--- src/sv/ppfb_pkg.sv ---
// Shared constants, types and the blend function of the fragment list blender.
// Has no dependencies; used by the controller, the datapath and the top level.
`timescale 1ns / 1ps

package ppfb_pkg;

  localparam int MAX_WIDTH  = 64;
  localparam int MAX_HEIGHT = 64;
  localparam int MAX_FRAGS  = 8;

  localparam int NPIX    = MAX_WIDTH * MAX_HEIGHT;
  localparam int PIX_W   = $clog2(NPIX);
  localparam int SLOT_W  = $clog2(MAX_FRAGS);
  localparam int CNT_W   = $clog2(MAX_FRAGS + 1);
  localparam int FRAG_AW = PIX_W + SLOT_W;
  localparam int XPOS_W  = $clog2(MAX_WIDTH);
  localparam int YPOS_W  = $clog2(MAX_HEIGHT);
  localparam int DIM_W   = 7;
  localparam int IDX_PW  = YPOS_W + DIM_W + 1;

  localparam int IN_DATA_W  = 112;
  localparam int OUT_DATA_W = 32;

  localparam logic [1:0] FUNC_CLEAR   = 2'd0;
  localparam logic [1:0] FUNC_ADD     = 2'd1;
  localparam logic [1:0] FUNC_COMPOSE = 2'd2;

  localparam logic [1:0] STATUS_DONE = 2'd0;
  localparam logic [1:0] STATUS_OFF  = 2'd1;
  localparam logic [1:0] STATUS_FULL = 2'd2;

  localparam logic REG_WIDTH  = 1'b0;
  localparam logic REG_HEIGHT = 1'b1;

  typedef struct packed {
    logic [23:0] depth;
    logic [7:0]  red;
    logic [7:0]  green;
    logic [7:0]  blue;
    logic [7:0]  alpha;
  } frag_t;

  typedef struct packed {
    logic capture;
    logic loc;
    logic cnt_rd;
    logic clr_start;
    logic clr_step;
    logic add_wr;
    logic ld_start;
    logic ld_issue;
    logic blend_start;
    logic blend_step;
    logic out_load;
  } ppfb_cmd_t;

  typedef struct packed {
    logic [1:0] func;
    logic       on_screen;
    logic       full;
    logic       clr_last;
    logic       k_lt_n;
    logic       rd_pend;
    logic       blend_done;
    logic       out_free;
  } ppfb_stat_t;

  // One over step on one channel, rounded to nearest: (s*a + d*(255-a) + 127) / 255.
  function automatic logic [7:0] mix(input logic [7:0] s, input logic [7:0] d,
                                     input logic [7:0] a);
    logic [15:0] p;
    logic [16:0] q;
    p = 16'(s) * 16'(a) + 16'(d) * 16'(8'hFF - a) + 16'd127;
    q = 17'(p) + 17'd1 + 17'(p[15:8]);
    return q[15:8];
  endfunction

endpackage

--- src/sv/ppfb_ctrl.sv ---
// Controller state machine of the fragment list blender.
// Depends on ppfb_pkg; drives the datapath by command and reads its status.
`timescale 1ns / 1ps

module ppfb_ctrl import ppfb_pkg::*; (
  input  logic       clk,
  input  logic       rst,
  input  logic       in_valid,
  output logic       in_ready,
  input  ppfb_stat_t st,
  output ppfb_cmd_t  cmd
);

  localparam logic [2:0] S_IDLE  = 3'd0;
  localparam logic [2:0] S_LOC   = 3'd1;
  localparam logic [2:0] S_CNT   = 3'd2;
  localparam logic [2:0] S_CLR   = 3'd3;
  localparam logic [2:0] S_LOAD  = 3'd4;
  localparam logic [2:0] S_BLEND = 3'd5;
  localparam logic [2:0] S_RES   = 3'd6;

  logic [2:0] state;
  logic [2:0] state_next;
  logic       boot;

  assign in_ready = (state == S_IDLE);

  always_comb begin
    cmd = '0;
    state_next = state;
    case (state)
      S_IDLE: begin
        if (in_valid) begin
          cmd.capture = 1'b1;
          state_next = S_LOC;
        end
      end
      S_LOC: begin
        cmd.loc = 1'b1;
        case (st.func)
          FUNC_CLEAR: begin
            cmd.clr_start = 1'b1;
            state_next = S_CLR;
          end
          FUNC_ADD, FUNC_COMPOSE: begin
            if (st.on_screen) begin
              cmd.cnt_rd = 1'b1;
              state_next = S_CNT;
            end else begin
              state_next = S_RES;
            end
          end
          default: state_next = S_RES;
        endcase
      end
      S_CNT: begin
        if (st.func == FUNC_ADD) begin
          cmd.add_wr = !st.full;
          state_next = S_RES;
        end else begin
          cmd.ld_start = 1'b1;
          state_next = S_LOAD;
        end
      end
      S_CLR: begin
        cmd.clr_step = 1'b1;
        if (st.clr_last) state_next = boot ? S_IDLE : S_RES;
      end
      S_LOAD: begin
        cmd.ld_issue = st.k_lt_n;
        if (!st.k_lt_n && !st.rd_pend) begin
          cmd.blend_start = 1'b1;
          state_next = S_BLEND;
        end
      end
      S_BLEND: begin
        if (st.blend_done) state_next = S_RES;
        else cmd.blend_step = 1'b1;
      end
      S_RES: begin
        if (st.out_free) begin
          cmd.out_load = 1'b1;
          state_next = S_IDLE;
        end
      end
      default: state_next = S_IDLE;
    endcase
  end

  always_ff @(posedge clk) begin
    if (rst) begin
      state <= S_CLR;
      boot <= 1'b1;
    end else begin
      state <= state_next;
      if (state == S_CLR && st.clr_last) boot <= 1'b0;
    end
  end

endmodule

--- config.mk ---
export PLATFORM = sky130hd
export DESIGN_NAME = ppfb_ctrl
export DESIGN_NICKNAME = d
export VERILOG_FILES = /design/src/sv/ppfb_pkg.sv /design/src/sv/ppfb_ctrl.sv
export SDC_FILE = /design/constraint.sdc
export NUM_CORES = 1
export LEC_CHECK = 0
export BUFFER_PORTS_ARGS = -buffer_cell sky130_fd_sc_hd__buf_2
export CORE_AREA = 2 2 39 41
export CTS_CLUSTER_DIAMETER = 40
export DETAILED_ROUTE_END_ITERATION = 10
export DIE_AREA = 0 0 41 43
export GPL_TIMING_DRIVEN = 0
export SLEW_MARGIN = 25
export SYNTH_ARGS = -nofsm -noshare
export SYNTH_HDL_FRONTEND = slang
export SYNTH_SLANG_ARGS = --single-unit
--- constraint.sdc ---
create_clock -name clk -period 1.7 [get_ports clk]
set_clock_uncertainty 0.1 [all_clocks]
set_input_delay 0.085 -clock clk [delete_from_list [all_inputs] [get_ports clk]]
set_output_delay 0.085 -clock clk [all_outputs]
set_load 0.005 [all_outputs]
==> out/results.tsv <==
stage	metric	value	unit
run_status	status	completed	
timing	rsz0062_at_grt	no	
die	die_h	43	um
die	rows	14	
worst_setup_path	cpPeakStageDelay	0.46	ns
die	design.die.area	0.00176	sq mm
hold_path	hold_class	input pin to flop	
clock_tree	cts_tree	yes	
worst_setup_path	timing.reg2reg.setup_slack	0.33	ns
yosys	synth_area	408	sq um
clock_tree	cts.sinks	4	
worst_setup_path	worstRegToRegCells	4	
yosys	ys_seq_area_frac	0.196	
placed_design	gp_congestion	0.812	
placed_design	placement.io_buffers	23	
timing	hold_viol	0	
yosys	async_reset_ff_frac	0	
die	start_util	0.295	
global_route	grt_usage	0.133	
timing	timing.fmax	0.629	GHz
worst_setup_path	setup.worst_path.start_class	flop	
worst_setup_path	critPathTopFamily	flip-flops	
yosys	avgSynthCellArea	7.70	sq um
global_route	antenna_found_initial	0	
yosys	synthTopCellsByCount	nand2_1 (5), nor2_1 (5), dfxtp_1 (4)	
yosys	synth_top_area_share	0.196	
global_route	grt_pass1_wl	1.60	mm
route	first_iter_violations	3	
timing	final.setup.tns	0	ns
route	routed.top_layer	met3	
worst_setup_path	rr_endpoint	state[1]$_SDFFE_PP1P_	
die	core_area	0.00138	sq mm
yosys	synth_edf_count	0	
clock_tree	clk_pin_slew_worst_paths	0.04	ns
worst_setup_path	crit_buf_inv	2	
route	drt-met1-wl	449	um
final_layout	utilization	0.416	
worst_setup_path	arrival	1.40	ns
worst_setup_path	critPathKind	flop to output port	
flow_run	cap_violations	0	
yosys	synth-seq-cells	4	
worst_setup_path	startpoint	state[0]$_SDFFE_PP1P_	
timing	fin_crit	1.59	ns
route	drtPass1Iterations	2	
worst_setup_path	worstPathMaxFanout	10	
clock_tree	root_buffer	clkbuf_4	
hold_path	min_from	st[4]	
worst_setup_path	endpoint_kind	output port	
global_route	grt_pass1_vias	378	
global_route	gr-total-overflow	0	
route	drcViolationCount	0	
worst_setup_path	crit_required	1.51	ns
final_layout	fin_nets	96	
worst_setup_path	crit_slowest_cell	dfxtp_1	
die	io_pins	24	
final_layout	drive_above_1_share	0.438	
placed_design	preCtsSetupSlack	0.332	ns
yosys	synth-main-ff-cell	dfxtp_1	
final_layout	antenna_cells	0	
yosys	yosys.cell_types.count	27	
yosys	synth_area_leaders	dfxtp_1 (20%), ha_1 (6.1%), nor3b_1 (5.5%), a31oi_1 (4.6%), and2_1 (4.6%)	
route	vias_per_cell	4.80	
yosys	yosysTopAreaCell	dfxtp_1	
pwr	ir_drop	511	uV
timing	min_period_over_period	0.935	
worst_setup_path	worstPathCellList	buf_4 > nor3b_2 > and3_1 > buf_2	
clock_tree	insertion_delay	0.23	ns
global_route	grt_max_degree	11	
pwr	p_per_area	1290	mW/mm^2
worst_setup_path	rr_startpoint	state[1]$_SDFFE_PP1P_	
final_layout	area_delta_synth_final	41.1	%
yosys	syn_inst	53	
clock_tree	ctsResizeCount	0	
route	routed_wirelength	951	um
route	met3WireLength	66	um
worst_setup_path	crit_end	cmd[8]	
clock_tree	clockBufferDepth	2	
route	vias	461	
clock_tree	htreeDepth	1	
yosys	yosysWarnings	0	
timing	setup_violations	0	
timing	worst_slew_pin_slew	0.295	ns
die	die_w	41	um
clock_tree	cts_inserted_buffers	3	
yosys	synth_fp_nets	67	
pwr	total_leakage_power	0.290	nW
route	wl_met2	434	um
timing	timing.final.ws_setup	0.111	ns
timing	slew_headroom	0.803	
timing	maxSlewViolCount	0	
route	antenna_left	0	
route	wl_per_cell	9.91	um
worst_setup_path	cp.depth	4	
placed_design	hpwl	746	um
pwr	finalPower	0.000745	W
==> worst min path at each step <==
stage	endpoint	slack, ns	depth (start not counted)
finish	boot$_SDFFE_PP1P_	0.04	3
global route	boot$_SDFFE_PP1P_	0.03	3
CTS	boot$_SDFFE_PP1P_	0.03	3
detailed placement	state[2]$_SDFFE_PP0P_	0.24	2
global placement	state[2]$_SDFFE_PP0P_	0.24	2
floorplan	state[2]$_SDFFE_PP0P_	0.05	1
==> sequential cells by signal, summed over array words and instances, names as in the netlist <==
name	cells
state	3
boot	1
==> cells in the final DEF (no fill, tap or decap) <==
| cell type | instances |
|---|---|
| buf_2 | 25 |
| nand2_1 | 5 |
| nor2_1 | 5 |
| dfxtp_1 | 4 |
| inv_1 | 3 |
| and2_1 | 3 |
| nor3b_1 | 3 |
| nand2b_1 | 3 |
| a31oi_1 | 3 |
| clkbuf_4 | 3 |
| and3_1 | 2 |
| nand3b_1 | 2 |
| a21oi_1 | 2 |
| ha_1 | 2 |
| buf_4 | 1 |
| nor3b_2 | 1 |
| nor3_1 | 1 |
| nor2b_1 | 1 |
| nor4_1 | 1 |
| and4bb_4 | 1 |
| a21o_1 | 1 |
| o21a_1 | 1 |
| o21ai_2 | 1 |
| a31oi_2 | 1 |
| a32o_1 | 1 |
| nor3_2 | 1 |
| o21ai_1 | 1 |
| a211oi_2 | 1 |
| dlygate4sd3_1 | 1 |
==> per-stage QoR <==
stage	instance area, sq um	cells	hold slack [ns]
global route	576	96	0.0331
finish	576	96	0.0375
global placement	543	92	0.240
floorplan	408	53	0.0547
CTS	576	96	0.0291
detailed placement	543	92	0.244
==> worst reg2reg max path: stages (launching register included) <==
cell and delay, ns:
dfxtp_1 0.37, nor2b_1 0.31, a31oi_2 0.18, a211oi_2 0.24, a31oi_1 0.05
==> cells by family (layout without fill, tap and decap cells) <==
family | count (synthesis) | after routing | synth area share
flip-flops | 4 | 4 | 0.196
adder cells (fa/ha/maj) | 2 | 2 | 0.0613
buffers and inverters | 6 | 33 | 0.0706
AO/OA/AOI/OAI | 12 | 12 | 0.227
AND/OR/NAND/NOR | 29 | 29 | 0.445
==> layer usage <==
metal | global-route usage | vias up
li1 | - | 244
met1 | 0.196 | 200
met2 | 0.166 | 17
met3 | 0.0628 | 0
met4 | 0.0400 | 0
met5 | 0 | -
==> cell type report <==
cell class	instances	area, sq um
Fill cell	152	808
Sequential cell	4	80.1
Inverter	3	11.3
Multi-Input combinational cell	43	299
Tap cell	16	20.0
Clock buffer	3	22.5
Buffer	3	17.5
Timing Repair Buffer	24	125
==> power by group <==
group / switching, W / internal, W / total [W]
sequential: 0.0000416 / 0.000133 / 0.000175
clock: 0.0000398 / 0.0000790 / 0.000119
combinational: 0.000238 / 0.000213 / 0.000451
==> what timing repair did <==
item,in CTS,in global routing
hold buffers,1,0
endpoints found under the hold margin,1,0
setup buffers,0,0
(Power assumes the default switching activity.)
